===== src/rtl/bole_pkg.sv =====
// shared constants, codes and types for the bounded ordered list engine
package bole_pkg;

  localparam int CAPACITY = 32;
  localparam int IDX_W    = $clog2(CAPACITY);
  localparam int CNT_W    = $clog2(CAPACITY + 1);
  localparam int DATA_W   = 32;
  localparam int ACT_W    = 3;
  localparam int ST_W     = 3;

  typedef enum logic [ACT_W-1:0] {
    ACT_START       = 3'd0,
    ACT_APPEND      = 3'd1,
    ACT_INSERT      = 3'd2,
    ACT_REMOVE_TAIL = 3'd3,
    ACT_REMOVE_VAL  = 3'd4,
    ACT_FIND        = 3'd5,
    ACT_CLEAR       = 3'd6
  } act_t;

  typedef enum logic [ST_W-1:0] {
    ST_OK       = 3'd0,
    ST_EMPTY    = 3'd1,
    ST_FULL     = 3'd2,
    ST_BADPOS   = 3'd3,
    ST_NOTFOUND = 3'd4
  } status_t;

  typedef struct packed {
    logic load;
    logic take_left;
    logic take_right;
  } cell_ctl_t;

endpackage


===== src/rtl/bole_cell.sv =====
// one list slot: holds an entry, compares it and shifts with its neighbors
module bole_cell (
  input  logic                      clk,
  input  bole_pkg::cell_ctl_t       ctl,
  input  logic [bole_pkg::DATA_W-1:0] wr_val,
  input  logic                      cmp_en,
  input  logic [bole_pkg::DATA_W-1:0] cmp_val,
  input  logic [bole_pkg::DATA_W-1:0] left_data,
  input  logic [bole_pkg::DATA_W-1:0] right_data,
  output logic [bole_pkg::DATA_W-1:0] data,
  output logic                      match
);
  import bole_pkg::*;

  always_ff @(posedge clk) begin
    if (ctl.load) begin
      data <= wr_val;
    end else if (ctl.take_left) begin
      data <= left_data;
    end else if (ctl.take_right) begin
      data <= right_data;
    end
    if (cmp_en) begin
      match <= (data == cmp_val);
    end
  end

endmodule


===== src/rtl/bounded_ordered_list_engine.sv =====
// top level: request control, first-match search and the row of list cells
// a request is compared on accept, then passes the search state and the update state
// a new request is taken only once the previous update has committed
// a result waits in an output register while the next request is taken
// reset: synchronous active-high rst empties the list and drops any pending result
// entry storage is not cleared; only entries below the count are ever read
module bounded_ordered_list_engine (
  input  logic                         clk,
  input  logic                         rst,
  input  logic                         in_valid,
  output logic                         in_ready,
  input  logic [bole_pkg::ACT_W-1:0]   action,
  input  logic signed [bole_pkg::DATA_W-1:0] value,
  input  logic [bole_pkg::CNT_W-1:0]   position,
  output logic                         out_valid,
  input  logic                         out_ready,
  output logic [bole_pkg::ST_W-1:0]    status,
  output logic [bole_pkg::CNT_W-1:0]   match_position,
  output logic [bole_pkg::CNT_W-1:0]   entry_count,
  output logic [bole_pkg::CNT_W-1:0]   free_slots
);
  import bole_pkg::*;

  typedef enum logic [2:0] {
    S_IDLE = 3'b001,
    S_SRCH = 3'b010,
    S_EXEC = 3'b100
  } state_t;

  state_t              state;
  state_t              state_next;
  logic [ACT_W-1:0]    req_act;
  logic [DATA_W-1:0]   req_val;
  logic [CNT_W-1:0]    req_pos;
  logic [CNT_W-1:0]    count;
  logic [CNT_W-1:0]    count_next;
  logic [IDX_W-1:0]    hit_idx;
  logic                found;
  logic                accept;
  logic                commit;

  logic [DATA_W-1:0]   cell_data [CAPACITY];
  logic [CAPACITY-1:0] cell_match;
  cell_ctl_t           cell_ctl  [CAPACITY];

  logic [CAPACITY-1:0] live_match;
  logic [CAPACITY-1:0] first_hot;
  logic [IDX_W-1:0]    first_idx;

  status_t             st;
  logic [CNT_W-1:0]    mpos;
  logic                do_load;
  logic                do_ins;
  logic                do_rem;
  logic [IDX_W-1:0]    op_idx;
  logic [CNT_W-1:0]    ins_k;

  assign in_ready = (state == S_IDLE);
  assign accept   = in_valid && in_ready;
  assign commit   = (state == S_EXEC) && (!out_valid || out_ready);

  // request capture
  always_ff @(posedge clk) begin
    if (accept) begin
      req_act <= action;
      req_val <= value;
      req_pos <= position;
    end
  end

  // first match among live entries
  always_comb begin
    for (int i = 0; i < CAPACITY; i++) begin
      live_match[i] = cell_match[i] && (CNT_W'(i) < count);
    end
    first_hot = live_match & (~live_match + CAPACITY'(1));
    first_idx = '0;
    for (int i = 0; i < CAPACITY; i++) begin
      if (first_hot[i]) begin
        first_idx = first_idx | IDX_W'(i);
      end
    end
  end

  always_ff @(posedge clk) begin
    if (state == S_SRCH) begin
      hit_idx <= first_idx;
      found   <= |live_match;
    end
  end

  // request decode
  always_comb begin
    st         = ST_OK;
    mpos       = '0;
    count_next = count;
    do_load    = 1'b0;
    do_ins     = 1'b0;
    do_rem     = 1'b0;
    op_idx     = '0;
    ins_k      = req_pos - CNT_W'(1);
    case (act_t'(req_act))
      ACT_START: begin
        do_load    = 1'b1;
        count_next = CNT_W'(1);
      end
      ACT_APPEND: begin
        if (count == '0) begin
          st = ST_EMPTY;
        end else if (count >= CNT_W'(CAPACITY)) begin
          st = ST_FULL;
        end else begin
          do_load    = 1'b1;
          op_idx     = count[IDX_W-1:0];
          count_next = count + CNT_W'(1);
        end
      end
      ACT_INSERT: begin
        if (count == '0) begin
          st = ST_EMPTY;
        end else if (count >= CNT_W'(CAPACITY)) begin
          st = ST_FULL;
        end else if (req_pos == '0
                     || {1'b0, req_pos} > ({1'b0, count} + (CNT_W+1)'(1))) begin
          st = ST_BADPOS;
        end else begin
          do_load    = 1'b1;
          do_ins     = 1'b1;
          op_idx     = ins_k[IDX_W-1:0];
          count_next = count + CNT_W'(1);
        end
      end
      ACT_REMOVE_TAIL: begin
        if (count == '0) begin
          st = ST_EMPTY;
        end else begin
          count_next = count - CNT_W'(1);
        end
      end
      ACT_REMOVE_VAL: begin
        if (count == '0) begin
          st = ST_EMPTY;
        end else if (!found) begin
          st = ST_NOTFOUND;
        end else begin
          do_rem     = 1'b1;
          op_idx     = hit_idx;
          mpos       = CNT_W'(hit_idx) + CNT_W'(1);
          count_next = count - CNT_W'(1);
        end
      end
      ACT_FIND: begin
        if (count == '0) begin
          st = ST_EMPTY;
        end else if (!found) begin
          st = ST_NOTFOUND;
        end else begin
          mpos = CNT_W'(hit_idx) + CNT_W'(1);
        end
      end
      ACT_CLEAR: begin
        count_next = '0;
      end
      default: begin
      end
    endcase
  end

  // cell row
  for (genvar g = 0; g < CAPACITY; g++) begin : g_cell
    logic [DATA_W-1:0] left_d;
    logic [DATA_W-1:0] right_d;

    if (g == 0) begin : g_head
      assign left_d = '0;
    end else begin : g_body
      assign left_d = cell_data[g-1];
    end
    if (g == CAPACITY - 1) begin : g_tail
      assign right_d = '0;
    end else begin : g_inner
      assign right_d = cell_data[g+1];
    end

    assign cell_ctl[g].load       = commit && do_load && (IDX_W'(g) == op_idx);
    assign cell_ctl[g].take_left  = commit && do_ins && (IDX_W'(g) > op_idx);
    assign cell_ctl[g].take_right = commit && do_rem && (IDX_W'(g) >= op_idx);

    bole_cell u_cell (
      .clk        (clk),
      .ctl        (cell_ctl[g]),
      .wr_val     (req_val),
      .cmp_en     (accept),
      .cmp_val    (value),
      .left_data  (left_d),
      .right_data (right_d),
      .data       (cell_data[g]),
      .match      (cell_match[g])
    );
  end

  // sequencer
  always_comb begin
    state_next = state;
    unique case (state)
      S_IDLE: begin
        if (accept) begin
          state_next = S_SRCH;
        end
      end
      S_SRCH: begin
        state_next = S_EXEC;
      end
      S_EXEC: begin
        if (commit) begin
          state_next = S_IDLE;
        end
      end
      default: begin
        state_next = S_IDLE;
      end
    endcase
  end

  always_ff @(posedge clk) begin
    if (rst) begin
      state     <= S_IDLE;
      count     <= '0;
      out_valid <= 1'b0;
    end else begin
      state <= state_next;
      if (commit) begin
        count     <= count_next;
        out_valid <= 1'b1;
      end else if (out_ready) begin
        out_valid <= 1'b0;
      end
    end
  end

  // result register
  always_ff @(posedge clk) begin
    if (commit) begin
      status         <= st;
      match_position <= mpos;
      entry_count    <= count_next;
      free_slots     <= CNT_W'(CAPACITY) - count_next;
    end
  end

`ifndef SYNTHESIS
  a_count_bound: assert property (@(posedge clk) disable iff (rst)
    count <= CNT_W'(CAPACITY))
    else $error("entry count above capacity");

  a_result_after_update: assert property (@(posedge clk) disable iff (rst)
    $rose(out_valid) |-> $past(state == S_EXEC))
    else $error("result raised without an update step");

  a_slots_sum: assert property (@(posedge clk) disable iff (rst)
    out_valid |-> (entry_count + free_slots == CNT_W'(CAPACITY)))
    else $error("count and free slots disagree");

  a_no_accept_busy: assert property (@(posedge clk) disable iff (rst)
    (state != S_IDLE) |=> !(accept && $past(state == S_SRCH)))
    else $error("request taken while busy");
`endif

endmodule


===== config.mk =====
export PLATFORM = sky130hd
export DESIGN_NAME = bounded_ordered_list_engine
export DESIGN_NICKNAME = d
export VERILOG_FILES = /design/src/rtl/bole_pkg.sv /design/src/rtl/bole_cell.sv /design/src/rtl/bounded_ordered_list_engine.sv
export SDC_FILE = /design/constraint.sdc
export NUM_CORES = 2
export LEC_CHECK = 0
export CORE_UTILIZATION = 50
export DETAILED_ROUTE_END_ITERATION = 16
export DONT_BUFFER_PORTS = 1
export PLACE_DENSITY_LB_ADDON = 0.3
export REMOVE_ABC_BUFFERS = 1
export SYNTH_ARGS = -nofsm -noshare
export SYNTH_HDL_FRONTEND = slang
export SYNTH_SLANG_ARGS = --single-unit

===== constraint.sdc =====
create_clock -name clk -period 6.4 [get_ports clk]
set_clock_uncertainty 0.1 [all_clocks]
set_input_delay 0.32 -clock clk [delete_from_list [all_inputs] [get_ports clk]]
set_output_delay 0.32 -clock clk [all_outputs]
set_load 0.05 [all_outputs]

==> summary.log <==
INFO  outcome        outcome=finished clean
INFO  sta            fin_tns_setup=0ns
INFO  route          drc=0
INFO  synth          seq_area_frac_synth=48.9%
INFO  global_route   grt_start_max_net_pins=66
INFO  final_layout   final_cell_count_no_fill=8490
INFO  route          detailed_route_via_count=57046
INFO  clock_network  numCtsBuffers=130
INFO  synth          ys_async_sr_fraction=0%
INFO  setup_path     critical_path_peak_fanout=33
INFO  sta            max_slew.worst_pin.slew=1.34ns
INFO  floorplan      ios=68
INFO  synth          synth_cells=6848
INFO  clock_network  cts.path.max_buffers=3
INFO  route          routed_wirelength=271mm
INFO  synth          syn_area=0.0693mm²
INFO  sta            rsz0062_at_grt=no
INFO  final_layout   layout.cells.most_common=edfxtp_1
INFO  clock_network  root_buffer=clkbuf_16
INFO  synth          synth_seq_cells=1133
INFO  clock_network  cts-htree-levels=4
INFO  flow_run       drv_cap=0
INFO  min_path       hp-class=in2reg
INFO  floorplan      floorplan.core_area=0.137mm²
INFO  placed_design  detailedPlacementHpwl=172mm
INFO  synth          synthesized_area_per_cell=10.1µm²
INFO  sta            slew_viol_final=0
INFO  pwr            power.share.sequential=49.9%
INFO  clock_network  tritoncts=yes
INFO  global_route   antenna_found_initial=10
INFO  sta            slew_headroom=10.3%
INFO  route          routed_via_density=6.72
INFO  global_route   gr-usage-all-layers=37.7%
INFO  pwr            p_total=16300µW
INFO  floorplan      die_outline_area=0.140mm²
INFO  route          drt.antenna.violating_nets=0
INFO  pwr            clock_power_share=45.2%
INFO  route          wire_per_inst=31.9µm
INFO  sta            max_freq=182MHz
INFO  global_route   globalRoute.totalOverflow=0
INFO  final_layout   fill_cells=11895
INFO  final_layout   num-nets-final=6652
INFO  pwr            powerDensity=217mW/mm²
INFO  floorplan      floorplan.die.height=374µm
INFO  pwr            switching_power=3840µW
INFO  placed_design  port_buffers=0
INFO  setup_path     critical_path_class=reg2reg
INFO  synth          synth_ff_type=edfxtp_1
INFO  synth          synth_warnings=0
INFO  setup_path     worstPathArrival=5.83ns
INFO  setup_path     worstSetupStartpointType=flop
INFO  setup_path     worstPathRequired=6.72ns
INFO  floorplan      count_of_standard_cell_rows=136
INFO  final_layout   layout_common_cells=1123 x edfxtp_1, 1054 x nand2_1, 1030 x xor2_1
INFO  final_layout   synthesis_to_layout_area_growth=8.48%
INFO  placed_design  numPlacedInstances=8196
INFO  synth          edff_count_synth=1123
INFO  pwr            p_int=12500µW
INFO  route          drt-pass1-iter-count=8
INFO  sta            report.final.hold_viol_count=0
INFO  pwr            pwr-share-comb=4.9%
INFO  synth          count_of_unique_library_cells_instantiated_by_yosys=94
INFO  setup_path     ff2ff_path_depth=12
INFO  clock_network  worstSkewPairLatency=0.78ns
INFO  clock_network  clk_pin_slew_worst_paths=0.06ns
INFO  floorplan      start_util=50.4%
INFO  pwr            irDropWorstVdd=0.192mV
INFO  pwr            p_leak=0.0276µW
INFO  placed_design  gp_congestion=0.986
INFO  sta            finalSetupViolations=0
INFO  pwr            switching_share=23.5%
INFO  sta            fin_crit=5.51ns
INFO  final_layout   ff_latch_area=0.0339mm²
INFO  min_path       hold_path_depth=4
INFO  clock_network  cts.sinks=1133
INFO  sta            setup_ws=0.891ns
INFO  route          drt_iter0_drc=10555
INFO  final_layout   layout-drive-gt1-share=7.28%
INFO  floorplan      fp.dieW=374µm
INFO  setup_path     setup.worst_path.end_class=flop
INFO  placed_design  dpl_worst_slack=0.993ns
INFO  clock_network  cts_resized=0
INFO  global_route   grt_pass1_wl=384mm
INFO  final_layout   multi_input_gate_area_in_the_final_layout=0.0329mm²
INFO  sta            final_min_period_over_clock_period=86.1%
INFO  global_route   via_count_of_the_first_global_routing_pass=52373
[logic make-up after synthesis]
family	synth area share, %
AO/OA/AOI/OAI	12.2
adder cells (fa/ha/maj)	0.253
XOR/XNOR	13.1
AND/OR/NAND/NOR	13.8
flip-flops	48.9
buffers and inverters	4.17
multiplexers	7.53
[cells in the mapped netlist (all sizes together), types with 166 or more instances]
cell type	n	area, µm²
a22oi	166	1260
a21oi	241	1270
nor2	547	2060
nor4	267	1750
o21ai	389	1970
nand2	1057	3970
edfxtp	1123	33700
a31oi	266	1680
mux2i	484	4840
clkbuf	312	1180
buf	298	1530
xor2	1030	9020
[sequential cells by signal, summed over array words and instances, names as in the netlist]
register and cells:
free_slots 5, req_pos 6, hit_idx 5, state 3, count 6, status 3
req_act 3, out_valid 1, g_cell.u_cell.data 1024, g_cell.u_cell.match 32, found 1, match_position 6
entry_count 6, req_val 32
[path summary, 6_finish.rpt]
| kind | start | to | slack [ns] |
|---|---|---|---|
| setup reg to reg | count[3]$_SDFFE_PP0P_ | g_cell[22].u_cell.data[31]$_DFFE_PP_ | 0.89 |
| hold reg to reg | state[0]$_SDFFE_PP1P_ | state[2]$_SDFFE_PP0P_ | 0.46 |
| hold / removal | value[28] | g_cell[1].u_cell.match$_DFFE_PP_ | 0.02 |
| setup / recovery | count[3]$_SDFFE_PP0P_ | g_cell[22].u_cell.data[31]$_DFFE_PP_ | 0.89 |
[layout make-up]
cell class	instances	area share, %
inverter	50	0.250
antenna	5	0.0166
clock buffer	161	4.68
tap	1794	2.98
clock inverter	69	0.702
sequential	1133	45.1
multi-input combinational	5055	43.8
timing repair buffer	223	2.50
[layer usage]
metal,share of wire [%],up-vias,global-route usage [%]
met5,0.025,-,0
met4,5.2,10,17.6
met3,16,746,11.3
met2,41,4876,52.0
met1,38,27279,53.8
li1,-,24135,-
[repair_timing]
item	4_1_cts	5_1_grt
setup buffers	0	0
setup endpoints to repair	0	0
hold buffers	58	1
endpoints found under the hold margin	92	1
[per-stage QoR]
| step | utilization, % | area, µm² | hold WS (ns) |
|---|---|---|---|
| floorplan | - | 66600 | 0.289 |
| global placement | 51.3 | 70500 | 0.294 |
| detailed placement | 51.3 | 70500 | 0.294 |
| CTS | 54.7 | 75200 | 0.000849 |
| global route | 54.7 | 75200 | 0.00616 |
| finish | 54.7 | 75200 | 0.0177 |
[critical path, cell delays in order, from the launching register on]
cell and delay (ns):
dfxtp_1 0.68, and3_1 0.26, and3_1 0.20, xnor2_1 0.07, ha_1 0.29, nand3_1 0.12
a21oi_1 0.21, o21a_1 0.70, o31a_2 0.73, o21ai_0 0.45, a21o_1 0.65, nand3_1 0.21
buf_4 0.41
[power by group through the flow]
| stage | Sequential [µW] | Clock, µW | Combinational, µW |
|---|---|---|---|
| floorplan | 8330 | 0 | 293 |
| global placement | 8310 | 0 | 623 |
| detailed placement | 8310 | 0 | 631 |
| CTS | 8150 | 7380 | 752 |
| global route | 8150 | 7640 | 798 |
| finish | 8160 | 7390 | 793 |
(Power assumes the default switching activity.)
